--- config.mk ---
export PLATFORM = sky130hd
export DESIGN_NAME = crm_ctrl
export DESIGN_NICKNAME = d
export VERILOG_FILES = /design/src/rtl/crm_pkg.sv /design/src/rtl/crm_ctrl.sv
export SDC_FILE = /design/constraint.sdc
export NUM_CORES = 1
export LEC_CHECK = 0
export BUFFER_PORTS_ARGS = -buffer_cell sky130_fd_sc_hd__clkbuf_2
export CAP_MARGIN = 40
export CELL_PAD_IN_SITES_DETAIL_PLACEMENT = 0
export CELL_PAD_IN_SITES_GLOBAL_PLACEMENT = 1
export CORE_MARGIN = 10
export CORE_UTILIZATION = 41
export DETAILED_ROUTE_END_ITERATION = 16
export GPL_ROUTABILITY_DRIVEN = 0
export PLACE_DENSITY_LB_ADDON = 0.1
export SLEW_MARGIN = 20
export SYNTH_ARGS = -nofsm -noshare
export SYNTH_HDL_FRONTEND = slang
export SYNTH_SLANG_ARGS = --single-unit
export TNS_END_PERCENT = 10
--- constraint.sdc ---
create_clock -name i_clk -period 5 [get_ports i_clk]
set_input_delay 0.75 -clock i_clk [delete_from_list [all_inputs] [get_ports i_clk]]
set_output_delay 0.75 -clock i_clk [all_outputs]
set_load 0.05 [all_outputs]
--- src/rtl/crm_pkg.sv ---
package crm_pkg;

    localparam int NUM_ENTRIES = 256;
    localparam int IDX_W       = $clog2(NUM_ENTRIES);

    localparam logic [63:0] WRAP_SPAN = 64'h0000_0000_FFFF_FFFF;
    localparam logic [31:0] WRAP_MAX  = 32'hFFFF_FFFF;
    localparam logic [16:0] ONE_Q16   = 17'd65536;

    localparam logic [2:0] MODE_HELD   = 3'd0;
    localparam logic [2:0] MODE_FULL   = 3'd1;
    localparam logic [2:0] MODE_RAW    = 3'd2;
    localparam logic [2:0] MODE_SCALED = 3'd3;
    localparam logic [2:0] MODE_FIRST  = 3'd4;

    localparam logic [1:0] REG_MIN    = 2'd0;
    localparam logic [1:0] REG_SCAN   = 2'd1;
    localparam logic [1:0] REG_TC     = 2'd2;
    localparam logic [1:0] REG_WEIGHT = 2'd3;

    localparam logic [23:0] RST_MIN    = 24'd20;
    localparam logic [23:0] RST_SCAN   = 24'd1000;
    localparam logic [23:0] RST_TC     = 24'd5000;
    localparam logic [16:0] RST_WEIGHT = 17'd24186;

    typedef struct packed {
        logic [23:0] min_ms;
        logic [23:0] scan_ms;
        logic [23:0] tc_ms;
        logic [16:0] weight;
    } t_cfg;

    typedef struct packed {
        logic load;
        logic delta;
        logic mulk;
        logic div_init_s;
        logic div_init_w;
        logic div_step;
        logic samp;
        logic wset;
        logic diff;
        logic mul1;
        logic mul2;
        logic ewma;
        logic write;
        logic out;
    } t_cmd;

    typedef struct packed {
        logic first;
        logic held;
        logic raw;
        logic scaled;
        logic div_last;
        logic out_free;
    } t_sts;

endpackage

--- src/rtl/crm_ctrl.sv ---
module crm_ctrl (
    input  logic          i_clk,
    input  logic          i_rst_n,
    input  logic          i_in_valid,
    output logic          o_in_ready,
    input  crm_pkg::t_sts i_sts,
    output crm_pkg::t_cmd o_cmd
);

    typedef enum logic [13:0] {
        S_IDLE  = 14'b00000000000001,
        S_READ  = 14'b00000000000010,
        S_MULK  = 14'b00000000000100,
        S_DINIT = 14'b00000000001000,
        S_DIVS  = 14'b00000000010000,
        S_SAMP  = 14'b00000000100000,
        S_DIVW  = 14'b00000001000000,
        S_WSET  = 14'b00000010000000,
        S_DIFF  = 14'b00000100000000,
        S_MUL1  = 14'b00001000000000,
        S_MUL2  = 14'b00010000000000,
        S_EWMA  = 14'b00100000000000,
        S_WRITE = 14'b01000000000000,
        S_OUT   = 14'b10000000000000
    } t_state;

    t_state r_state;
    t_state n_state;

    always_ff @(posedge i_clk) begin
        if (!i_rst_n) begin
            r_state <= S_IDLE;
        end else begin
            r_state <= n_state;
        end
    end

    always_comb begin
        n_state = r_state;
        o_cmd   = '0;
        unique case (r_state)
            S_IDLE: begin
                if (i_in_valid) begin
                    o_cmd.load = 1'b1;
                    n_state    = S_READ;
                end
            end
            S_READ: begin
                o_cmd.delta = 1'b1;
                n_state     = (i_sts.first || i_sts.held) ? S_WRITE : S_MULK;
            end
            S_MULK: begin
                o_cmd.mulk = 1'b1;
                n_state    = S_DINIT;
            end
            S_DINIT: begin
                o_cmd.div_init_s = 1'b1;
                n_state          = S_DIVS;
            end
            S_DIVS: begin
                o_cmd.div_step = 1'b1;
                if (i_sts.div_last) begin
                    n_state = S_SAMP;
                end
            end
            S_SAMP: begin
                o_cmd.samp = 1'b1;
                if (i_sts.raw) begin
                    n_state = S_WRITE;
                end else if (i_sts.scaled) begin
                    o_cmd.div_init_w = 1'b1;
                    n_state          = S_DIVW;
                end else begin
                    n_state = S_DIFF;
                end
            end
            S_DIVW: begin
                o_cmd.div_step = 1'b1;
                if (i_sts.div_last) begin
                    n_state = S_WSET;
                end
            end
            S_WSET: begin
                o_cmd.wset = 1'b1;
                n_state    = S_DIFF;
            end
            S_DIFF: begin
                o_cmd.diff = 1'b1;
                n_state    = S_MUL1;
            end
            S_MUL1: begin
                o_cmd.mul1 = 1'b1;
                n_state    = S_MUL2;
            end
            S_MUL2: begin
                o_cmd.mul2 = 1'b1;
                n_state    = S_EWMA;
            end
            S_EWMA: begin
                o_cmd.ewma = 1'b1;
                n_state    = S_WRITE;
            end
            S_WRITE: begin
                o_cmd.write = 1'b1;
                n_state     = S_OUT;
            end
            S_OUT: begin
                if (i_sts.out_free) begin
                    o_cmd.out = 1'b1;
                    n_state   = S_IDLE;
                end
            end
            default: begin
                n_state = S_IDLE;
            end
        endcase
    end

    assign o_in_ready = (r_state == S_IDLE);

endmodule

==> summary.txt, run 1 <==
Worst hold path
  – Hold Crit Class: reg -> reg

Route
  – Vias per cell: 5.76
  – Final WL: roughly 2600 um
  – Violation count after the first detailed-route iteration: 48
  – Remaining DRCs: 0
  – Via count: just under 1,000
  – DR pass1 iterations: 4
  – Antenna Nets Post-Route: 0
  – Drt wl/cell: about 15 um

Timing
  – Post-layout min period: between 3 and 4 ns
  – Total negative setup slack: 0 ns
  – Clock Skew: 0.00460 ns
  – Hold Slack: 0.576 ns
  – Max Fclk: 0.332 GHz
  – Worst slew pin tran: between 0.4 and 0.5 ns
  – Fin crit share: 60.3%
  – Final hold viol count: 0
  – Setup-failing EPs final: 0
  – Slew headroom: 68.0%
  – RSZ-0062 raised after global routing: no
  – Slew Limit Fails: 0

Final layout
  – Share of cells above drive strength 1: between 20% and 30%
  – N_diodes: 0
  – Largest registers: r_state: 14 flops
  – Synthesis-to-finish area growth: 12.8%
  – Largest register by flop count: r_state
  – Largest register FFs: 14
  – Layout Nets: 152
  – Final core occ: 49.8%

Setup path
  – CP top delay family: simple AND/OR/NAND/NOR gates
  – Critical path arrival: approximately 2.3 ns
  – Crit Path Max Fanout: 10
  – CP bufs+invs: 1
  – CP Launch Type: flop
  – Kind of critical path: reg -> out
  – CP peak stage delay: about 0.45 ns
  – Req. time, crit path: 4.25 ns
  – Critical Path Sink Type: output port
  – Critical path's slowest cell: dfxtp_1
  – Worst path cell trace: nor4_4 -> nand2_1 -> or4_1 -> nor3_1 -> clkbuf_2

Floorplanning
  – Initial cell density of the core: 44.1%
  – Die width: between 60 and 70 um
  – Die span in y: ~70 um
  – Num rows: 17
  – # IOs: 24
  – Die Area: 4830 um^2
  – Core region area: 2280 um^2

Clock network
  – Hold_buf cts: 0
  – CTS Buf Count: 3
  – Root buffer cell: clkbuf_4
  – Resize count post-CTS: 0
  – Clock Path Buffers: 2
  – TritonCTS clock tree: yes
  – Reg clk slew, reported paths: 0.09 ns
  – CTS HTree Levels: 1
  – Post CTS Setup Buffer Count: 0
  – CTS Sinks: 14
  – Worst-Skew Late Latency: 0.29 ns

Synthesis
  – Post-synth ARST share: 0%
  – Synth cell types: 43
  – Number of synthesized register bits: 14
  – Syn Area/Cell: 8.16 um^2
  – Ys flop type: dfxtp_1
  – Top cells by area, synth: dfxtp_1 28%, nor2_1 5.2%, and3_1 5.0%, nor4_1 5.0%, nor4_4 4.2%
  – Ys Warns: 0
  – Post-synth top cells: 14 x dfxtp_1, 14 x nor2_1, 8 x and3_1, 8 x nor4_1, 8 x o21ai_0
  – Post-synthesis sequential area ratio: 27.9%
  – Top-area cell type share of the netlist area: 27.9%
  – Synth area leader: dfxtp_1
  – Syn_nets: roughly 130
  – Number of synthesized flops with an enable pin: 0
  – Post-Syn Area: 1000 um^2
  – Synth Instances: 123

Global route
  – Gr ovfl total: 0
  – Vias in the first global route: 939
  – First-pass GRT wire length: 4350 um
  – GR Util All Layers: about a tenth
  – Largest net degree at the start of global routing: 13
  – Initial antenna violation count: 0

Power
  – Leak: 0.000497 uW
  – Pwr dens: roughly 220 nW/um^2
  – Peak supply drop: 0.166 mV

Outcome
  – Status: complete, no violations

Job
  – Max-Cap Viols: 0

Placed design
  – Port-buffer cells: 23
  – HPWL after detailed placement: 1980 um
-- power by group --
part	switching, uW	total, uW	leakage, uW	internal (uW)
Combinational	30.5	46.0	0.000363	15.5
Sequential	4.03	117	0.000113	113
Clock	41.5	85.9	0.0000210	44.4
Total	76.0	249	0.000497	173
-- per-stage QoR --
stage               power, uW  instances  instance area [um^2]  setup slack, ns
global route              260        170                  1130             1.82
detailed placement        166        166                  1100             2.32
floorplan                 152        123                  1000             1.77
CTS                       251        170                  1130             1.98
finish                    249        170                  1130             1.98
global placement          166        166                  1100             2.33
-- worst paths after layout --
path	startpoint	endpoint	slack, ns	depth (start not counted)
max reg2reg	r_state[7]	r_state[8]	2.80	6
min reg2reg	r_state[8]	r_state[10]	0.58	1
min	r_state[8]	r_state[10]	0.58	1
max	r_state[4]	o_cmd[4]	1.98	5
-- final cells by class --
cell class | count | area (um^2)
Timing Repair Buffer | 23 | 115
Clock buffer | 4 | 36.3
Sequential cell | 14 | 280
Inverter | 6 | 22.5
Fill cell | 238 | 1140
Multi-Input combinational cell | 95 | 643
Tap cell | 28 | 35.0
-- layout by cell type, fill, tap and decap left out, types with 3 or more instances in the layout --
cell type,count
clkbuf_2,23
nor2_1,14
dfxtp_1,14
nor4_1,8
and3_1,8
o21ai_0,8
inv_1,6
nand2_1,5
nor3_1,5
and2_1,4
nand2b_1,3
nand3_1,3
a21oi_1,3
clkbuf_4,3
-- cells by family after synthesis --
kind of cell | after synthesis | synth area share [%]
simple gates | 68 | 44.3
xor+xnor | 3 | 2.62
compound gates | 24 | 17.2
flops | 14 | 27.9
buf+inv | 14 | 7.98
-- layer usage --
metal | wire [um] | vias to the layer above | track usage, %
met3 | 99 | 2 | 2.00
li1 | - | 500 | -
met4 | 27 | 0 | 3.55
met5 | 0 | - | 0
met2 | 1180 | 26 | 16.6
met1 | 1250 | 451 | 13.4
No activity file was read; power rests on OpenSTA's default activity.
==> run 2: changes to the inputs <==
- ABC_AREA: default -> 1
- CORE_UTILIZATION: 41 -> 33
- clock period: 5 -> 2.7 ns (I/O delays scaled with it)
==> summary.txt, run 2 <==
Outcome
  – Status: complete, no violations

Final layout
  – Synthesis-to-finish area growth: 14.8%
  – Largest register FFs: 14 (unchanged)
  – Footprint of the multi-input gates: 623 um^2 (-3.1%)
  – Largest registers: r_state: 14 flops
  – Largest register by flop count: r_state
  – N_diodes: 0 (unchanged)
  – Share of cells above drive strength 1: 38.0% (+13 points)
  – Layout Nets: 195 (+28%)
  – FILL cells: 330 (+39%)
  – Most frequent cells in the layout: 33 x nand2_1, 28 x inv_1, 23 x clkbuf_2, 21 x nor2_1, 14 x dfxtp_1
  – Reg area: 280 um^2 (unchanged)
  – Commonest non-fill, non-tap cell in the layout: nand2_1

Floorplanning
  – Die Area: 5940 um^2 (+23%)
  – Die width: 77.1 um (+11%)
  – # IOs: 24 (unchanged)
  – Die span in y: 77.1 um (+11%)
  – Num rows: 20 (+3)
  – Core region area: 3080 um^2 (+35%)
  – Initial cell density of the core: 35.0% (-9.1 points)

Synthesis
  – Syn_nets: 170 (+29%)
  – Synth Instances: 161 (+31%)
  – Post-synth ARST share: 0% (unchanged)
  – Count leader, synth: nand2_1
  – Synth area leader: dfxtp_1
  – Post-synth top cells: 33 x nand2_1, 28 x inv_1, 21 x nor2_1
  – Number of synthesized register bits: 14 (unchanged)
  – Post-synthesis sequential area ratio: 26.0% (-1.9 points)
  – Top cells by area, synth: dfxtp_1 26%, nand2_1 12%, inv_1 9.8%, nand3_2 7.4%, nor2_1 7.3%
  – Post-Syn Area: 1080 um^2 (+7.2%)
  – Top-area cell type share of the netlist area: 26.0% (-1.9 points)
  – Ys Warns: 0 (unchanged)
  – Synth cell types: 23 (-47%)
  – Ys flop type: dfxtp_1
  – Number of synthesized flops with an enable pin: 0 (unchanged)
  – Syn Area/Cell: 6.68 um^2 (-18%)

Timing
  – Fin crit share: 79.4%
  – Slew Limit Fails: 0 (unchanged)
  – Max Fclk: 0.466 GHz
  – Worst slew pin tran: 0.462 ns (-0.0111 ns)
  – Slew headroom: 69.1% (+1.1 points)
  – Setup-failing EPs final: 0 (unchanged)
  – Final hold viol count: 0 (unchanged)
  – Hold Slack: 0.305 ns (-0.271 ns)
  – Clock Skew: 0.00657 ns (+0.00198 ns)
  – Post-layout min period: 2.14 ns
  – Total negative setup slack: 0 ns (unchanged)
  – RSZ-0062 raised after global routing: no

Route
  – Via count: 969 (-1.0%)
  – Final WL: 2470 um (-3.3%)
  – Vias per cell: 4.25 (-26%)
  – DR pass1 iterations: 4 (unchanged)
  – Drt wl/cell: 10.8 um (-28%)
  – Violation count after the first detailed-route iteration: 45 (-6.3%)
  – Remaining DRCs: 0 (unchanged)
  – Antenna Nets Post-Route: 0 (unchanged)

Setup path
  – Kind of critical path: reg -> out
  – R2r setup slk: 1.19 ns (-1.61 ns)
  – Critical path's slowest cell: dfxtp_1
  – Req. time, crit path: 2.30 ns (-1.95 ns)
  – Crit Path Max Fanout: 7 (-3)
  – Path depth of the worst reg2reg path: 9 (+3)
  – R2r startpoint: r_state[4]
  – Critical Path Sink Type: output port
  – CP Launch Type: flop
  – Worst path cell trace: nor2_2 -> nand2_4 -> nor2_8 -> inv_2 -> nor4_1 -> clkbuf_2
  – Critical path arrival: 1.74 ns (-0.53 ns)
  – CP peak stage delay: 0.35 ns (-0.10 ns)
  – Crit path from: r_state[4]

Clock network
  – TritonCTS clock tree: yes
  – Clock Path Buffers: 2 (unchanged)
  – Resize count post-CTS: 0 (unchanged)
  – Root buffer cell: clkbuf_4
  – Reg clk slew, reported paths: 0.09 ns (about the same)
  – CTS HTree Levels: 1 (unchanged)
  – Post CTS Setup Buffer Count: 0 (unchanged)
  – CTS Buf Count: 3 (unchanged)
  – Hold_buf cts: 0 (unchanged)
  – Worst-Skew Late Latency: 0.28 ns (about the same)
  – CTS Sinks: 14 (unchanged)

Global route
  – Gr ovfl total: 0 (unchanged)
  – Largest net degree at the start of global routing: 15 (+2)
  – First-pass GRT wire length: 4490 um (+3.2%)
  – Initial antenna violation count: 0 (unchanged)
  – Vias in the first global route: 1,002 (+6.7%)
  – GR Util All Layers: 9.05% (-1.4 points)

Placed design
  – Port-buffer cells: 23 (unchanged)
  – HPWL after detailed placement: 2070 um (+4.8%)

Power
  – Leak: 0.000708 uW (+42%)
  – Peak supply drop: 0.157 mV (-5.9%)
  – Pwr dens: 695 nW/um^2 (+220%)

Job
  – Max-Cap Viols: 0 (unchanged)

Worst hold path
  – Hold Crit Class: in -> reg
  – Worst hold start: i_sts[4]
  – Hold Crit Depth: 2 (+1)
==> run 2: per-stage QoR <==
step           setup WS [ns]  std cells  power (uW)  util (%)  cell area (um^2)
2_1_floorplan         0.0178        161         681         -              1080
3_5_place_dp           0.853        225         747      39.4              1210
6_report               0.556        228         858      40.1              1230
4_1_cts                0.524        228         871      40.1              1230
5_1_grt                0.383        228         933      40.1              1230
3_3_place_gp           0.838        225         743      39.4              1210
==> run 2: critical path, delay by kind of cell (launching register included) <==
family,cells,cell delay (ns)
buffers and inverters,2,0.40
flip-flops,1,0.35
AND/OR/NAND/NOR,4,0.70
==> run 2: where the power goes <==
group | switching (uW) | internal (uW)
Combinational | 357 | 130
Clock | 68.8 | 51.7
Sequential | 20.4 | 230
Total | 446 | 412
==> run 2: path summary, 6_finish.rpt <==
kind,end
worst min-delay path,r_state[2]
worst min register to register,r_state[6]
worst max-delay path,o_cmd[0]
worst max register to register,r_state[6]
==> run 2: layout make-up <==
type	instances	share of cell area, %
Timing Repair Buffer	23	9.32
Clock buffer	3	1.82
Inverter	37	11.2
Tap cell	44	4.46
Sequential cell	14	22.7
Multi-Input combinational cell	107	50.5
==> run 2: logic make-up after synthesis <==
group           count (synthesis)  synth area share, %
simple gates                  102                 55.6
buf+inv                        40                 16.0
flops                          14                 26.0
compound gates                  5                 2.32
==> run 2: per-layer routing <==
| metal | track usage [%] | wire (um) | up-vias |
|---|---|---|---|
| li1 | - | - | 526 |
| met1 | 10.3 | 1140 | 423 |
| met2 | 15.3 | 1180 | 16 |
| met3 | 3.03 | 114 | 4 |
| met4 | 3.28 | 31 | 0 |
| met5 | 0 | 0 | - |
==> run 3: changes to the inputs <==
- clock period: 2.7 -> 1.75 ns (I/O delays scaled with it)
==> summary.txt, run 3 (synthesis gave the netlist of run 2 again) <==
Global route
  – Vias in the first global route: 1,108 (+11%)
  – Grt met1 use: 10.4% (+0.17 points)
  – GR Util All Layers: 10.2% (+1.1 points)
  – Most used routing layer: met2
  – M3 GR Usage: 3.61% (+0.58 points)
  – Gr ovfl total: 0 (unchanged)
  – Met2 usage: 18.4% (+3.0 points)
  – Largest net degree at the start of global routing: 14 (-1)
  – Initial antenna violation count: 0 (unchanged)
  – First-pass GRT wire length: 5010 um (+12%)

Final layout
  – N_diodes: 0 (unchanged)
  – Final cell count without fillers: 239 (+4.8%)
  – Commonest non-fill, non-tap cell in the layout: nand2_1
  – Layout Nets: 205 (+5.1%)
  – Non-Filler Cell Area, Final: 1600 um^2 (+29%)
  – Synthesis-to-finish area growth: 48.6%
  – Largest register FFs: 14 (unchanged)
  – Largest registers: r_state: 14 flops
  – Share of cells above drive strength 1: 55.4% (+17 points)
  – Most frequent cells in the layout: 29 x nand2_1, 22 x inv_1, 18 x nor2_1, 14 x inv_2, 12 x nor2_4
  – Largest register by flop count: r_state

Setup path
  – Crit path from: r_state[2]
  – Worst path cell trace: nor2_4 -> nand2_4 -> nor2_4 -> nand2_4 -> nor2_4 -> nand2_2 -> inv_2 -> buf_8
  – Reg-to-reg endpoint: r_state[0]
  – Critical Path Sink Type: output port
  – CP Launch Type: flop
  – Critical path's slowest cell: dfxtp_2
  – R2r setup slk: 0.11 ns (-1.08 ns)
  – Path depth of the worst reg2reg path: 11 (+2)
  – Req. time, crit path: 1.49 ns (-0.81 ns)
  – Crit Path Max Fanout: 5 (-2)
  – Kind of critical path: reg -> out
  – CP peak stage delay: 0.35 ns (about the same)
  – CP dominant cell by count: nor2_4
  – Critical path arrival: 1.50 ns (-0.24 ns)
  – Critical Path Sink: o_cmd[9]
  – R2r startpoint: r_state[1]

Placed design
  – HPWL after detailed placement: 2160 um (+4.4%)
  – Placed cell area: 1250 um^2 (+3.1%)
  – Dpl cells: 228 (+1.3%)
  – Port-buffer cells: 23 (unchanged)

Floorplanning
  – # IOs: 24 (unchanged)
  – Die width: 77.1 um (unchanged)
  – Die span in y: 77.1 um (unchanged)
  – Die Area: 5940 um^2 (unchanged)
  – Core region area: 3080 um^2 (unchanged)
  – Initial cell density of the core: 35.0% (unchanged)
  – Num rows: 20 (unchanged)

Clock network
  – CTS Sinks: 14 (unchanged)
  – Reg clk slew, reported paths: 0.09 ns (about the same)
  – Root buffer cell: clkbuf_4
  – Clock Path Buffers: 2 (unchanged)
  – CTS Buf Count: 3 (unchanged)
  – Worst-Skew Late Latency: 0.28 ns (about the same)
  – CTS HTree Levels: 1 (unchanged)
  – Hold_buf cts: 0 (unchanged)
  – TritonCTS clock tree: yes

Job
  – Max-Cap Viols: 0 (unchanged)

Route
  – Antenna Nets Post-Route: 0 (unchanged)
  – Violation count after the first detailed-route iteration: 32 (-29%)
  – Final WL: 2900 um (+18%)
  – DR pass1 iterations: 4 (unchanged)
  – Via count: 1,063 (+9.7%)
  – Vias per cell: 4.45 (+4.7%)
  – Remaining DRCs: 0 (unchanged)
  – Drt wl/cell: 12.2 um (+12%)

Timing
  – Clock Skew: 0.000919 ns (-0.00565 ns)
  – Final hold viol count: 0 (unchanged)
  – Worst slew pin tran: 0.374 ns (-0.0886 ns)
  – RSZ-0062 raised after global routing: yes
  – Post-layout min period: 1.76 ns
  – Slew Limit Fails: 0 (unchanged)
  – Max Fclk: 0.568 GHz
  – Slew headroom: 75.1% (+6.0 points)
  – Fin worst setup slack: -0.00911 ns (-0.565 ns)
  – Total negative setup slack: -0.00911 ns (-0.00911 ns)
  – Hold Slack: 0.149 ns (-0.157 ns)
  – Setup-failing EPs final: 1 (+1)
  – Fin crit share: 101%

Worst hold path
  – Hold Crit Class: in -> reg

Outcome
  – Failing checks: negative setup slack
  – Status: finished with violations

Power
  – Peak supply drop: 0.457 mV (+190%)
  – Pwr dens: 1040 nW/um^2 (+50%)
  – Leak: 0.000816 uW (+15%)
  – Pwr Total: 1660 uW (+94%)
## run 3: metrics by stage
stage / setup slack [ns] / util, %
6_report: -0.00911 / 52.0
5_1_grt: -0.0928 / 52.0
4_1_cts: -0.0554 / 48.9
3_5_place_dp: 0.0789 / 40.6
3_3_place_gp: 0.0767 / 40.6
2_1_floorplan: -0.0830 / -
## run 3: what timing repair did
item                       CTS  global route
gates cloned                 1             0
setup buffers                5             1
setup endpoints to repair   15            21
pin swaps                    9            16
gates resized for setup     45            45
## run 3: layout make-up
class	instances	area, um^2
Clock buffer	4	36.3
Fill cell	325	1480
Multi-Input combinational cell	108	734
Tap cell	44	55.1
Sequential cell	14	300
Inverter	37	141
Timing Repair Buffer	32	332
## run 3: worst max-delay path: cells and delay by family (launching register included)
family	cells	cell delay [ns]
AND/OR/NAND/NOR	6	0.67
flip-flops	1	0.35
buffers and inverters	2	0.19
## run 3: worst min-delay path by stage
stage | slack [ns] | end | depth (start not counted) | startpoint
6_report | 0.15 | r_state[2] | 2 | i_sts[4]
5_1_grt | 0.15 | r_state[2] | 2 | i_sts[4]
4_1_cts | 0.15 | r_state[2] | 2 | i_sts[4]
3_5_place_dp | 0.46 | r_state[2] | 2 | i_sts[4]
3_3_place_gp | 0.47 | r_state[2] | 2 | i_sts[5]
2_1_floorplan | 0.34 | r_state[2] | 1 | i_sts[4]
## run 3: per-layer routing
| metal | share of wire (%) | vias to the layer above |
|---|---|---|
| li1 | - | 551 |
| met1 | 40 | 491 |
| met2 | 52 | 15 |
| met3 | 5.3 | 6 |
| met4 | 2.4 | 0 |
| met5 | 0 | - |
## run 3: report_power, final
part	internal (uW)	switching (uW)
Sequential	358	47.9
Combinational	386	628
Clock	127	115
Total	871	791
